File: config.mk
export PLATFORM = sky130hd
export DESIGN_NAME = i2c_master_message_sequencer
export DESIGN_NICKNAME = d
export VERILOG_FILES = /design/src/sv/i2cms_pkg.sv /design/src/sv/i2c_master_message_sequencer.sv /design/src/sv/i2cms_front.sv /design/src/sv/i2cms_res_queue.sv /design/src/sv/i2cms_back.sv
export SDC_FILE = /design/constraint.sdc
export NUM_CORES = 2
export LEC_CHECK = 0
export BUFFER_PORTS_ARGS = -buffer_cell sky130_fd_sc_hd__buf_4
export CELL_PAD_IN_SITES_DETAIL_PLACEMENT = 1
export CELL_PAD_IN_SITES_GLOBAL_PLACEMENT = 1
export CORE_MARGIN = 3
export CORE_UTILIZATION = 48
export CTS_CLUSTER_DIAMETER = 60
export DETAILED_ROUTE_END_ITERATION = 8
export HOLD_SLACK_MARGIN = 0.02
export PLACE_DENSITY_LB_ADDON = 0.1
export SLEW_MARGIN = 20
export SYNTH_ARGS = -nofsm -noshare
export SYNTH_HDL_FRONTEND = slang
export SYNTH_SLANG_ARGS = --single-unit
File: constraint.sdc
create_clock -name i_clk -period 6.4 [get_ports i_clk]
set_input_delay 1.28 -clock i_clk [delete_from_list [all_inputs] [get_ports i_clk]]
set_output_delay 1.28 -clock i_clk [all_outputs]
set_load 0.01 [all_outputs]
File: src/sv/i2cms_pkg.sv
// ----------------------------------------------------------------------------
// i2cms_pkg
// Shared types and codes of the I2C master message sequencer: command codes,
// bus actions, sequencer states, and the item structs of both queue ports.
// ----------------------------------------------------------------------------
package i2cms_pkg;

    // Entries of the small decoupling queues on either side of the engine
    localparam int Q_ENTRIES = 2;
    localparam int Q_PTR_W   = 1;
    localparam int Q_CNT_W   = 2;

    typedef enum logic [1:0] {
        CMD_APPEND = 2'd0,
        CMD_START  = 2'd1,
        CMD_EVENT  = 2'd2
    } t_cmd_code;

    typedef enum logic [1:0] {
        OP_NOP    = 2'd0,
        OP_APPEND = 2'd1,
        OP_START  = 2'd2,
        OP_EVENT  = 2'd3
    } t_op;

    typedef enum logic [2:0] {
        ACT_NONE    = 3'd0,
        ACT_START   = 3'd1,
        ACT_RESTART = 3'd2,
        ACT_STOP    = 3'd3,
        ACT_TX      = 3'd4,
        ACT_RCEN    = 3'd5,
        ACT_ACK     = 3'd6,
        ACT_RELEASE = 3'd7
    } t_bus_action;

    typedef enum logic [2:0] {
        SEQ_IDLE     = 3'd0,
        SEQ_START    = 3'd1,
        SEQ_TRANSMIT = 3'd2,
        SEQ_RESTART  = 3'd3,
        SEQ_STOP     = 3'd4
    } t_seq_state;

    typedef enum logic [1:0] {
        PH_RUN   = 2'd0,
        PH_EVENT = 2'd1,
        PH_COPY  = 2'd2
    } t_eng_phase;

    typedef struct packed {
        logic [1:0] command;
        logic [7:0] data_byte;
        logic       msg_is_read;
        logic [4:0] msg_length;
        logic       end_of_message;
        logic       bus_collision;
        logic       write_collision;
        logic       receive_overflow;
        logic [7:0] rx_byte;
    } t_in_item;

    // Classified command handed from the front to the engine
    typedef struct packed {
        t_op        op;
        logic [7:0] data_byte;
        logic       msg_is_read;
        logic [4:0] msg_length;
        logic       end_of_message;
        logic       bus_collision;
        logic       discard;
        logic [7:0] rx_byte;
    } t_cmd;

    typedef struct packed {
        t_bus_action bus_action;
        logic [7:0]  tx_byte;
        logic        ack_level;
        logic        rx_valid;
        logic [7:0]  rx_data;
        logic        busy_res;
        logic        queue_pending;
        logic        append_dropped;
    } t_res;

endpackage

File: src/sv/i2c_master_message_sequencer.sv
// ----------------------------------------------------------------------------
// i2c_master_message_sequencer
// I2C master sequencer with a ring of queued messages. Append beats build
// write or read messages, start requests launch the oldest one, and bus
// completion events step the transfer, one result beat per input beat.
//
//   channel  | handshake          | payload
//   ---------+--------------------+-----------------------------
//   input    | push / full        | i_item   (t_in_item)
//   result   | pop / empty        | o_result (t_res)
//
// Appends, start requests and unused codes are evaluated directly; a bus
// event first reads its byte from the current message buffer. A start,
// or a restart into the next message, then copies the slot into that
// buffer, holding later beats in the queue while the copy runs. Reset is
// synchronous and clears the control state but for the copy slot and
// write index; stores need no clearing.
// ----------------------------------------------------------------------------
module i2c_master_message_sequencer
    import i2cms_pkg::*;
#(
    parameter int QUEUE_DEPTH = 8,
    parameter int MAX_BYTES   = 16
) (
    input  logic     i_clk,
    input  logic     i_rst_n,
    input  logic     push,
    output logic     full,
    input  t_in_item i_item,
    output logic     empty,
    input  logic     pop,
    output t_res     o_result
);

    logic w_cmd_valid;
    t_cmd w_cmd;
    logic w_cmd_pop;
    logic w_res_push;
    t_res w_res;
    logic w_res_full;

    i2cms_front #(
        .MAX_BYTES (MAX_BYTES)
    ) u_front (
        .i_clk       (i_clk),
        .i_rst_n     (i_rst_n),
        .i_push      (push),
        .i_item      (i_item),
        .o_full      (full),
        .o_cmd_valid (w_cmd_valid),
        .o_cmd       (w_cmd),
        .i_cmd_pop   (w_cmd_pop)
    );

    i2cms_back #(
        .QUEUE_DEPTH (QUEUE_DEPTH),
        .MAX_BYTES   (MAX_BYTES)
    ) u_back (
        .i_clk       (i_clk),
        .i_rst_n     (i_rst_n),
        .i_cmd_valid (w_cmd_valid),
        .i_cmd       (w_cmd),
        .o_cmd_pop   (w_cmd_pop),
        .o_res_push  (w_res_push),
        .o_res       (w_res),
        .i_res_full  (w_res_full)
    );

    i2cms_res_queue u_res_queue (
        .i_clk   (i_clk),
        .i_rst_n (i_rst_n),
        .i_push  (w_res_push),
        .i_res   (w_res),
        .o_full  (w_res_full),
        .o_empty (empty),
        .o_res   (o_result),
        .i_pop   (pop)
    );

endmodule

File: src/sv/i2cms_front.sv
// ----------------------------------------------------------------------------
// i2cms_front
// Input side: decodes each incoming beat into an engine command (saturating
// the message length, folding the discard flags) and holds it in a
// two-entry queue until the engine takes it.
// ----------------------------------------------------------------------------
module i2cms_front
    import i2cms_pkg::*;
#(
    parameter int MAX_BYTES = 16
) (
    input  logic     i_clk,
    input  logic     i_rst_n,
    input  logic     i_push,
    input  t_in_item i_item,
    output logic     o_full,
    output logic     o_cmd_valid,
    output t_cmd     o_cmd,
    input  logic     i_cmd_pop
);

    t_cmd               w_cmd;
    logic               w_push_ok;
    t_cmd               r_q [Q_ENTRIES];
    logic [Q_PTR_W-1:0] r_wp;
    logic [Q_PTR_W-1:0] r_rp;
    logic [Q_CNT_W-1:0] r_cnt;
    logic [Q_PTR_W-1:0] n_wp;
    logic [Q_PTR_W-1:0] n_rp;
    logic [Q_CNT_W-1:0] n_cnt;

    always_comb begin
        w_cmd.data_byte      = i_item.data_byte;
        w_cmd.msg_is_read    = i_item.msg_is_read;
        w_cmd.end_of_message = i_item.end_of_message;
        w_cmd.bus_collision  = i_item.bus_collision;
        w_cmd.discard        = i_item.write_collision | i_item.receive_overflow;
        w_cmd.rx_byte        = i_item.rx_byte;
        // clamp the length to the slot size
        if (int'(i_item.msg_length) > MAX_BYTES) begin
            w_cmd.msg_length = 5'(MAX_BYTES);
        end else begin
            w_cmd.msg_length = i_item.msg_length;
        end
        unique case (i_item.command)
            CMD_APPEND: w_cmd.op = OP_APPEND;
            CMD_START:  w_cmd.op = OP_START;
            CMD_EVENT:  w_cmd.op = OP_EVENT;
            default:    w_cmd.op = OP_NOP;
        endcase
    end

    assign o_full      = (r_cnt == Q_CNT_W'(Q_ENTRIES));
    assign o_cmd_valid = (r_cnt != '0);
    assign o_cmd       = r_q[r_rp];
    assign w_push_ok   = i_push && !o_full;

    always_comb begin
        n_wp  = w_push_ok ? r_wp + 1'b1 : r_wp;
        n_rp  = i_cmd_pop ? r_rp + 1'b1 : r_rp;
        n_cnt = r_cnt + Q_CNT_W'(w_push_ok) - Q_CNT_W'(i_cmd_pop);
    end

    always_ff @(posedge i_clk) begin
        if (!i_rst_n) begin
            r_wp  <= '0;
            r_rp  <= '0;
            r_cnt <= '0;
        end else begin
            r_wp  <= n_wp;
            r_rp  <= n_rp;
            r_cnt <= n_cnt;
        end
    end

    always_ff @(posedge i_clk) begin
        if (w_push_ok) begin
            r_q[r_wp] <= w_cmd;
        end
    end

endmodule

File: src/sv/i2cms_res_queue.sv
// ----------------------------------------------------------------------------
// i2cms_res_queue
// Output side: two-entry result queue that lets the engine finish the next
// command while an earlier result still waits to be popped.
// ----------------------------------------------------------------------------
module i2cms_res_queue
    import i2cms_pkg::*;
(
    input  logic i_clk,
    input  logic i_rst_n,
    input  logic i_push,
    input  t_res i_res,
    output logic o_full,
    output logic o_empty,
    output t_res o_res,
    input  logic i_pop
);

    t_res               r_q [Q_ENTRIES];
    logic [Q_PTR_W-1:0] r_wp;
    logic [Q_PTR_W-1:0] r_rp;
    logic [Q_CNT_W-1:0] r_cnt;
    logic               w_pop_ok;

    assign o_full   = (r_cnt == Q_CNT_W'(Q_ENTRIES));
    assign o_empty  = (r_cnt == '0);
    assign o_res    = r_q[r_rp];
    assign w_pop_ok = i_pop && !o_empty;

    always_ff @(posedge i_clk) begin
        if (!i_rst_n) begin
            r_wp  <= '0;
            r_rp  <= '0;
            r_cnt <= '0;
        end else begin
            if (i_push) begin
                r_wp <= r_wp + 1'b1;
            end
            if (w_pop_ok) begin
                r_rp <= r_rp + 1'b1;
            end
            r_cnt <= r_cnt + Q_CNT_W'(i_push) - Q_CNT_W'(w_pop_ok);
        end
    end

    always_ff @(posedge i_clk) begin
        if (i_push) begin
            r_q[r_wp] <= i_res;
        end
    end

endmodule

File: src/sv/i2cms_back.sv
// ----------------------------------------------------------------------------
// i2cms_back
// Sequencing engine: owns the message ring (byte store and info store), the
// current message buffer and the bus sequencer. Takes one command at a time
// from the front queue and pushes one result per command.
// ----------------------------------------------------------------------------
module i2cms_back
    import i2cms_pkg::*;
#(
    parameter int QUEUE_DEPTH = 8,
    parameter int MAX_BYTES   = 16
) (
    input  logic i_clk,
    input  logic i_rst_n,
    input  logic i_cmd_valid,
    input  t_cmd i_cmd,
    output logic o_cmd_pop,
    output logic o_res_push,
    output t_res o_res,
    input  logic i_res_full
);

    localparam int QW   = $clog2(QUEUE_DEPTH);
    localparam int CW   = $clog2(QUEUE_DEPTH + 1);
    localparam int FW   = $clog2(MAX_BYTES + 1);
    localparam int LW   = $clog2(MAX_BYTES + 1);
    localparam int BW   = $clog2(MAX_BYTES);
    localparam int CNTW = $clog2(MAX_BYTES + 2);
    localparam int QBD  = QUEUE_DEPTH * MAX_BYTES;
    localparam int AW   = $clog2(QBD);

    // Control and sequencer state
    t_eng_phase       r_phase, n_phase;
    t_seq_state       r_seq, n_seq;
    logic [CNTW-1:0]  r_bc, n_bc;
    logic             r_rx_phase, n_rx_phase;
    logic             r_cur_is_read;
    logic [LW-1:0]    r_cur_len;
    logic [QW-1:0]    r_head, n_head;
    logic [QW-1:0]    r_tail, n_tail;
    logic [CW-1:0]    r_count, n_count;
    logic [FW-1:0]    r_fill, n_fill;

    // Message copy sweep
    logic [QW-1:0]    r_cp_slot, n_cp_slot;
    logic [FW-1:0]    r_cp_idx, n_cp_idx;
    logic [BW-1:0]    r_cp_widx, n_cp_widx;
    logic             r_cp_wr, n_cp_wr;
    logic             r_cp_info, n_cp_info;

    // Memories and their read registers
    logic [7:0]       r_qb [QBD];
    logic [LW:0]      r_qi [QUEUE_DEPTH];
    logic [7:0]       r_cur [MAX_BYTES];
    logic [7:0]       r_qb_q;
    logic [LW:0]      r_qi_q;
    logic [7:0]       r_cur_q;

    // Command evaluation
    logic             w_run_fire, w_ev_issue, w_ev_fire, w_fire;
    logic [CNTW-1:0]  w_b;
    logic [BW-1:0]    w_cur_ridx;
    logic [QW-1:0]    w_head_next, w_tail_next;
    t_bus_action      e_act;
    logic [7:0]       e_tx;
    logic             e_ack, e_rxv;
    logic [7:0]       e_rxd;
    t_seq_state       e_seq;
    logic [CNTW-1:0]  e_bc;
    logic             e_rph, e_take, e_qb_we, e_commit, e_dropped;
    logic [FW-1:0]    e_fill;
    logic [CW-1:0]    e_count;

    // Memory ports
    logic             w_qb_re;
    logic [AW-1:0]    w_qb_raddr, w_qb_waddr;

    assign w_run_fire = (r_phase == PH_RUN) && i_cmd_valid && (i_cmd.op != OP_EVENT)
                        && !i_res_full;
    assign w_ev_issue = (r_phase == PH_RUN) && i_cmd_valid && (i_cmd.op == OP_EVENT);
    assign w_ev_fire  = (r_phase == PH_EVENT) && !i_res_full;
    assign w_fire     = w_run_fire || w_ev_fire;

    assign w_b         = (r_seq == SEQ_TRANSMIT) ? r_bc : '0;
    assign w_head_next = (r_head == QW'(QUEUE_DEPTH - 1)) ? '0 : r_head + 1'b1;
    assign w_tail_next = (r_tail == QW'(QUEUE_DEPTH - 1)) ? '0 : r_tail + 1'b1;

    // Byte a bus event may transmit: address byte, or next write byte
    always_comb begin
        if ((r_seq == SEQ_TRANSMIT) && !r_cur_is_read && (r_bc < CNTW'(MAX_BYTES))) begin
            w_cur_ridx = BW'(r_bc);
        end else begin
            w_cur_ridx = '0;
        end
    end

    // Evaluate the command at the head of the front queue
    always_comb begin
        e_act     = ACT_NONE;
        e_tx      = '0;
        e_ack     = 1'b0;
        e_rxv     = 1'b0;
        e_rxd     = '0;
        e_seq     = r_seq;
        e_bc      = r_bc;
        e_rph     = r_rx_phase;
        e_take    = 1'b0;
        e_qb_we   = 1'b0;
        e_commit  = 1'b0;
        e_dropped = 1'b0;
        e_fill    = r_fill;
        unique case (i_cmd.op)
            OP_APPEND: begin
                if (r_count >= CW'(QUEUE_DEPTH)) begin
                    e_dropped = 1'b1;
                end else begin
                    if (r_fill < FW'(MAX_BYTES)) begin
                        e_qb_we = 1'b1;
                        e_fill  = r_fill + 1'b1;
                    end
                    if (i_cmd.end_of_message) begin
                        e_commit = 1'b1;
                        e_fill   = '0;
                    end
                end
            end
            OP_START: begin
                if ((r_seq == SEQ_IDLE) && (r_count != '0)) begin
                    e_take = 1'b1;
                    e_seq  = SEQ_START;
                    e_act  = ACT_START;
                end
            end
            OP_EVENT: begin
                if (i_cmd.bus_collision && (r_seq == SEQ_START)) begin
                    e_act = ACT_RELEASE;
                end else if (i_cmd.discard) begin
                    e_act = ACT_NONE;
                end else if ((r_seq == SEQ_START) || (r_seq == SEQ_RESTART)
                             || (r_seq == SEQ_TRANSMIT)) begin
                    e_seq = SEQ_TRANSMIT;
                    e_bc  = w_b;
                    if (r_cur_is_read) begin
                        if (w_b == '0) begin
                            e_act = ACT_TX;
                            e_tx  = r_cur_q;
                            e_bc  = CNTW'(1);
                        end else if (w_b <= CNTW'(r_cur_len)) begin
                            if (!r_rx_phase) begin
                                e_act = ACT_RCEN;
                                e_rph = 1'b1;
                            end else begin
                                e_act = ACT_ACK;
                                e_rxv = 1'b1;
                                e_rxd = i_cmd.rx_byte;
                                e_ack = (w_b == CNTW'(r_cur_len));
                                e_rph = 1'b0;
                                e_bc  = w_b + 1'b1;
                            end
                        end else begin
                            e_bc  = '0;
                            e_seq = SEQ_STOP;
                            e_act = ACT_STOP;
                        end
                    end else begin
                        if (w_b < CNTW'(r_cur_len)) begin
                            e_act = ACT_TX;
                            e_tx  = r_cur_q;
                            e_bc  = w_b + 1'b1;
                        end else if (r_count != '0) begin
                            // chain straight into the next queued message
                            e_take = 1'b1;
                            e_seq  = SEQ_RESTART;
                            e_act  = ACT_RESTART;
                        end else begin
                            e_seq = SEQ_STOP;
                            e_act = ACT_STOP;
                        end
                    end
                end else begin
                    e_seq = SEQ_IDLE;
                end
            end
            default: begin
            end
        endcase
        e_count = r_count + CW'(e_commit) - CW'(e_take);
    end

    // Next state
    always_comb begin
        n_phase    = r_phase;
        n_seq      = r_seq;
        n_bc       = r_bc;
        n_rx_phase = r_rx_phase;
        n_head     = r_head;
        n_tail     = r_tail;
        n_count    = r_count;
        n_fill     = r_fill;
        n_cp_slot  = r_cp_slot;
        n_cp_idx   = r_cp_idx;
        n_cp_widx  = r_cp_widx;
        n_cp_wr    = 1'b0;
        n_cp_info  = 1'b0;
        if (w_fire) begin
            n_seq      = e_seq;
            n_bc       = e_bc;
            n_rx_phase = e_rph;
            n_count    = e_count;
            n_fill     = e_fill;
            if (e_commit) begin
                n_tail = w_tail_next;
            end
            if (e_take) begin
                n_head    = w_head_next;
                n_cp_slot = r_head;
                n_cp_idx  = FW'(1);
                n_cp_widx = '0;
                n_cp_wr   = 1'b1;
                n_cp_info = 1'b1;
            end
        end
        unique case (r_phase)
            PH_RUN: begin
                if (w_ev_issue) begin
                    n_phase = PH_EVENT;
                end else if (w_run_fire && e_take) begin
                    n_phase = PH_COPY;
                end
            end
            PH_EVENT: begin
                if (w_ev_fire) begin
                    n_phase = e_take ? PH_COPY : PH_RUN;
                end
            end
            PH_COPY: begin
                if (r_cp_idx < FW'(MAX_BYTES)) begin
                    n_cp_wr   = 1'b1;
                    n_cp_widx = BW'(r_cp_idx);
                    n_cp_idx  = r_cp_idx + 1'b1;
                end else begin
                    n_phase = PH_RUN;
                end
            end
            default: n_phase = PH_RUN;
        endcase
    end

    // Outputs and memory ports
    always_comb begin
        o_cmd_pop           = w_fire;
        o_res_push          = w_fire;
        o_res.bus_action    = e_act;
        o_res.tx_byte       = e_tx;
        o_res.ack_level     = e_ack;
        o_res.rx_valid      = e_rxv;
        o_res.rx_data       = e_rxd;
        o_res.busy_res      = (e_seq != SEQ_IDLE);
        o_res.queue_pending = (e_count != '0);
        o_res.append_dropped = e_dropped;
        w_qb_waddr = AW'(r_tail) * AW'(MAX_BYTES) + AW'(r_fill);
        if (r_phase == PH_COPY) begin
            w_qb_re    = (r_cp_idx < FW'(MAX_BYTES));
            w_qb_raddr = AW'(r_cp_slot) * AW'(MAX_BYTES) + AW'(r_cp_idx);
        end else begin
            w_qb_re    = w_fire && e_take;
            w_qb_raddr = AW'(r_head) * AW'(MAX_BYTES);
        end
    end

    always_ff @(posedge i_clk) begin
        if (!i_rst_n) begin
            r_phase       <= PH_RUN;
            r_seq         <= SEQ_IDLE;
            r_bc          <= '0;
            r_rx_phase    <= 1'b0;
            r_cur_is_read <= 1'b0;
            r_cur_len     <= '0;
            r_head        <= '0;
            r_tail        <= '0;
            r_count       <= '0;
            r_fill        <= '0;
            r_cp_idx      <= '0;
            r_cp_wr       <= 1'b0;
            r_cp_info     <= 1'b0;
        end else begin
            r_phase    <= n_phase;
            r_seq      <= n_seq;
            r_bc       <= n_bc;
            r_rx_phase <= n_rx_phase;
            r_head     <= n_head;
            r_tail     <= n_tail;
            r_count    <= n_count;
            r_fill     <= n_fill;
            r_cp_idx   <= n_cp_idx;
            r_cp_wr    <= n_cp_wr;
            r_cp_info  <= n_cp_info;
            // latch direction and length of the message just taken
            if (r_cp_info) begin
                r_cur_is_read <= r_qi_q[LW];
                r_cur_len     <= r_qi_q[LW-1:0];
            end
        end
    end

    always_ff @(posedge i_clk) begin
        r_cp_slot <= n_cp_slot;
        r_cp_widx <= n_cp_widx;
    end

    // Message byte store
    always_ff @(posedge i_clk) begin
        if (w_run_fire && e_qb_we) begin
            r_qb[w_qb_waddr] <= i_cmd.data_byte;
        end
        if (w_qb_re) begin
            r_qb_q <= r_qb[w_qb_raddr];
        end
    end

    // Message info store
    always_ff @(posedge i_clk) begin
        if (w_run_fire && e_commit) begin
            r_qi[r_tail] <= {i_cmd.msg_is_read, LW'(i_cmd.msg_length)};
        end
        if (w_fire && e_take) begin
            r_qi_q <= r_qi[r_head];
        end
    end

    // Current message buffer
    always_ff @(posedge i_clk) begin
        if (r_cp_wr) begin
            r_cur[r_cp_widx] <= r_qb_q;
        end
        if (w_ev_issue) begin
            r_cur_q <= r_cur[w_cur_ridx];
        end
    end

`ifndef NO_ASSERTIONS
    a_count_bound: assert property (@(posedge i_clk) disable iff (!i_rst_n)
        r_count <= CW'(QUEUE_DEPTH))
        else $error("message count beyond ring depth");

    a_copy_busy: assert property (@(posedge i_clk) disable iff (!i_rst_n)
        (r_phase == PH_COPY) |-> (r_seq != SEQ_IDLE))
        else $error("message copy while sequencer idle");

    a_no_push_full: assert property (@(posedge i_clk) disable iff (!i_rst_n)
        o_res_push |-> !i_res_full)
        else $error("result pushed into full queue");

    a_copy_write_run: assert property (@(posedge i_clk) disable iff (!i_rst_n)
        (r_phase == PH_RUN) |-> !r_cp_wr)
        else $error("buffer copy still writing after sweep");

    a_event_held: assert property (@(posedge i_clk) disable iff (!i_rst_n)
        (r_phase == PH_EVENT) |-> (i_cmd_valid && (i_cmd.op == OP_EVENT)))
        else $error("bus event lost while fetching its byte");
`endif

endmodule
==> run_results.csv <==
group,metric,value,unit
final_layout,layout-drive-gt1-share,13.78,%
global_route,grt_max_degree,134,
hold_path,hold_end,"u_back.r_cur_is_read$_SDFFE_PN0P_",
hold_path,hp-class,"reg2reg",
synthesis,synthXorXnorAreaFrac,0.2752,%
worst_setup_path,arrival,5.49,ns
floorplanning,start_util,48.45,%
clocking,ctsHoldBuffers,0,
placement,placed_cell_area,59040,um2
sta,fmax,205.1,MHz
sta,rsz0062_at_grt,"no",
outcome,status,"finished clean",
worst_setup_path,crit_top_cell,"buf_4",
final_layout,final_common_cell,"edfxtp_1",
sta,period_needed,4.877,ns
synthesis,syn_avg_cell_area,15.17,um2
clocking,cts_tree,"yes",
clocking,clockBufferDepth,3,
placement,routabilityCongestion,0.8547,
clocking,clockRootBuffer,"clkbuf_16",
sta,worst_pin_slew,1.179,ns
pwr,p_leak,20.06,nW
synthesis,synth_fp_nets,3837,
worst_setup_path,cp_max_fo,59,
sta,relSlewSlack,21.40,%
floorplanning,design.core.area,118200,um2
synthesis,synthMuxAreaShare,8.467,%
drt,ant_nets,0,
worst_setup_path,reg2reg_setup_slack,1.52,ns
final_layout,syn_to_final_growth,11.67,%
global_route,grt_pass1_vias,35290,
sta,tns,0,ns
floorplanning,rows,126,
synthesis,synth-seq-cells,1380,
synthesis,async_flop_share,0,%
sta,final_hold_viol_count,0,
sta,setup_viol,0,
drt,wl_per_cell,28.88,um
clocking,post_cts_buffers,0,
global_route,grt_remaining_overflow,0,
pwr,internal_power,16.93,mW
synthesis,synth_adder_area_share,0.6464,%
floorplanning,fp.dieH,351.5,um
worst_setup_path,r2r_cells,8,
clocking,cts_resized,0,
clocking,clkSinkCount,1380,
synthesis,synth_area,57290,um2
hold_path,holdPathStages,2,
floorplanning,die_area,123500,um2
placement,io_buffers,57,
drt,wirelength,157200,um
global_route,grt_pass1_wl,233900,um
synthesis,synth_edf_count,1327,
synthesis,synth_ff_type,"edfxtp_1",
final_layout,final_cells,5443,
global_route,track_usage,25.52,%
drt,vias,33860,
run,drv_cap,0,
synthesis,synth_top_family_by_area,"compound AO/OA/AOI/OAI gates",
synthesis,syn_inst,3776,
worst_setup_path,crit_type,"reg2reg",
pwr,swShare,26.31,%
worst_setup_path,crit_slowest_cell,"nor4_1",
worst_setup_path,crit_family,"simple AND/OR/NAND/NOR gates",
hold_path,hold_start,"u_back.r_qi_q[5]$_DFFE_PP_",
final_layout,postLayoutCellArea,63980,um2
synthesis,ys_seq_area_share,71.41,%
worst_setup_path,endpoint_kind,"flop",
placement,hpwl,97380,um
final_layout,fillers,11050,
pwr,p_clk_share,37.4,%
worst_setup_path,slowest_delay,0.96,ns
pwr,combPwrFrac,14.0,%
placement,dp.cells,5167,
worst_setup_path,timing.rr.start,"u_back.r_phase[1]$_SDFFE_PN0P_",
final_layout,finalNetCount,3848,
global_route,antenna_found_initial,3,
drt,firstDrtPassIters,6,
worst_setup_path,worst-path-buf-inv,2,
clocking,clk_latency,0.76,ns
sta,timing.final.crit_share,76.20,%
sta,finClkSkew,0.02955,ns
worst_setup_path,worstSetupStartpointType,"flop",
final_layout,final_cell_mix,"1327 x edfxtp_1, 326 x mux2i_1, 281 x nor2_1",
clocking,cts_max_level,4,
worst_setup_path,path_cells,"buf_4, nand2b_1, nand2b_2, buf_4, o221ai_1, a221o_1, nor4_1, or4_1",
pwr,total_power,22.98,mW
pwr,p_per_area,359.2,nW/um2
drt,drtIter0Drc,3296,
worst_setup_path,r2r-end,"u_back.r_qb_q[2]$_DFFE_PP_",
drt,drc,0,
synthesis,synth_simple_gate_area_share,7.146,%
synthesis,synth_compound_gate_area_share,9.046,%
clocking,numCtsBuffers,151,
floorplanning,ios,58,
worst_setup_path,worstPathRequired,7.02,ns
pwr,p_seq_share,48.7,%
clocking,cts.reportedPaths.clkPinSlew,0.06,ns
pwr,ir_worst_vdd,0.2862,mV
synthesis,post_synth_num_cell_types,87,
synthesis,yosysWarnings,0,
floorplanning,die_w,351.5,um
drt,via_per_inst,6.221,
pwr,power_switching,6.046,mW
sta,drv_slew,0,
## metal layers
metal | part of all wire, % | up-vias | GRT usage [%]
met5 | 0 | - | 0
met4 | 3.2 | 0 | 8.714
met3 | 5.5 | 277 | 3.642
met2 | 49 | 1110 | 42.41
met1 | 42 | 17650 | 34.64
li1 | - | 14830 | -
## area by class of cell
class                      count  area (um2)  area share, %
sequential                  1380       40920          63.96
clock inverter                74       778.2          1.216
timing repair buffer         126        1054          1.647
multi-input combinational   2015       14790          23.11
tap                         1536        1922          3.004
antenna                        3       7.507        0.01173
clock buffer                 196        4084          6.383
inverter                     113       424.2         0.6630
## per-stage QoR
stage / hold slack [ns] / worst slack, ns / utilization, %
after floorplan: 0.4323 / 2.634 / -
after global placement: 0.4897 / 1.914 / 49.91
after detailed placement: 0.5053 / 1.697 / 49.93
after CTS: 0.5170 / 1.672 / 54.04
after global routing: 0.5572 / 1.274 / 54.10
final: 0.5164 / 1.523 / 54.11
## kinds of logic after synthesis
group,Yosys count
compound gates,698
xor+xnor,18
fa+ha+maj,29
buf+inv,381
flops,1380
mux,455
simple gates,815
## Yosys cell counts (all sizes together) (15+ instances only)
cell / count / area share, %
a211oi: 67 / 0.88
a21oi: 90 / 0.79
a221o: 17 / 0.30
a22o: 23 / 0.35
a31oi: 98 / 1.1
a32o: 15 / 0.26
and2: 26 / 0.29
and3: 21 / 0.23
and4b: 32 / 0.56
buf: 121 / 1.3
clkbuf: 147 / 0.96
dfxtp: 53 / 1.9
edfxtp: 1327 / 70
ha: 28 / 0.61
inv: 113 / 0.74
mux2: 117 / 2.3
mux2i: 326 / 5.7
nand2: 223 / 1.5
nand2b: 16 / 0.17
nand3: 44 / 0.38
nor2: 285 / 1.9
nor2b: 23 / 0.25
nor3: 26 / 0.26
nor4: 26 / 0.28
nor4bb: 16 / 0.28
o21ai: 81 / 0.71
o21bai: 16 / 0.21
o221ai: 144 / 2.2
o2bb2ai: 17 / 0.29
o32a: 15 / 0.26
## power groups by stage
stage / clock network (mW) / registers, mW / logic, mW
after floorplan: 0 / 11.2 / 1.93
after global placement: 0 / 11.4 / 3.10
after global routing: 9.10 / 11.2 / 3.45
final: 8.59 / 11.2 / 3.21
after detailed placement: 0 / 11.4 / 3.22
after CTS: 8.72 / 11.2 / 3.22
## registers in the layout, indices dropped and copies added, names as in the netlist, 2 cells and up, named ones only
name / flops
u_back.r_qi: 48
u_back.r_qi_q: 6
u_back.r_cp_slot: 3
u_back.r_qb: 1024
u_front.r_cnt: 2
u_back.r_cur_len: 5
u_res_queue.r_q: 48
u_back.r_head: 3
u_back.r_cp_idx: 5
u_back.r_seq: 3
u_back.r_tail: 3
u_back.r_bc: 5
u_back.r_cur: 128
u_back.r_phase: 2
u_front.r_q: 54
u_back.r_cp_widx: 4
u_back.r_fill: 5
u_back.r_cur_q: 8
u_back.r_count: 4
u_res_queue.r_cnt: 2
u_back.r_qb_q: 8
## worst reg2reg max path: stages (launching register included)
cell and delay (ns):
dfxtp_2 0.41, buf_4 0.55, nand2b_1 0.58, nand2b_2 0.95, buf_4 0.44, o221ai_1 0.21
a221o_1 0.43, nor4_1 0.96, or4_1 0.23
## how the worst max path moves through the flow
| stage | start | endpoint | cells after the start |
|---|---|---|---|
| after floorplan | u_back.r_seq[1]$_SDFFE_PN0N_ | u_res_queue.r_q[0][1]$_DFFE_PP_ | 17 |
| after global placement | u_back.r_phase[1]$_SDFFE_PN0P_ | u_back.r_qb_q[2]$_DFFE_PP_ | 8 |
| after detailed placement | u_back.r_seq[1]$_SDFFE_PN0N_ | u_res_queue.r_q[0][1]$_DFFE_PP_ | 16 |
| after CTS | u_back.r_seq[1]$_SDFFE_PN0N_ | u_res_queue.r_q[0][1]$_DFFE_PP_ | 16 |
| after global routing | u_back.r_seq[1]$_SDFFE_PN0N_ | u_res_queue.r_q[0][1]$_DFFE_PP_ | 16 |
| final | u_back.r_phase[1]$_SDFFE_PN0P_ | u_back.r_qb_q[2]$_DFFE_PP_ | 8 |
Note: power is estimated with default switching activity, not from simulation.
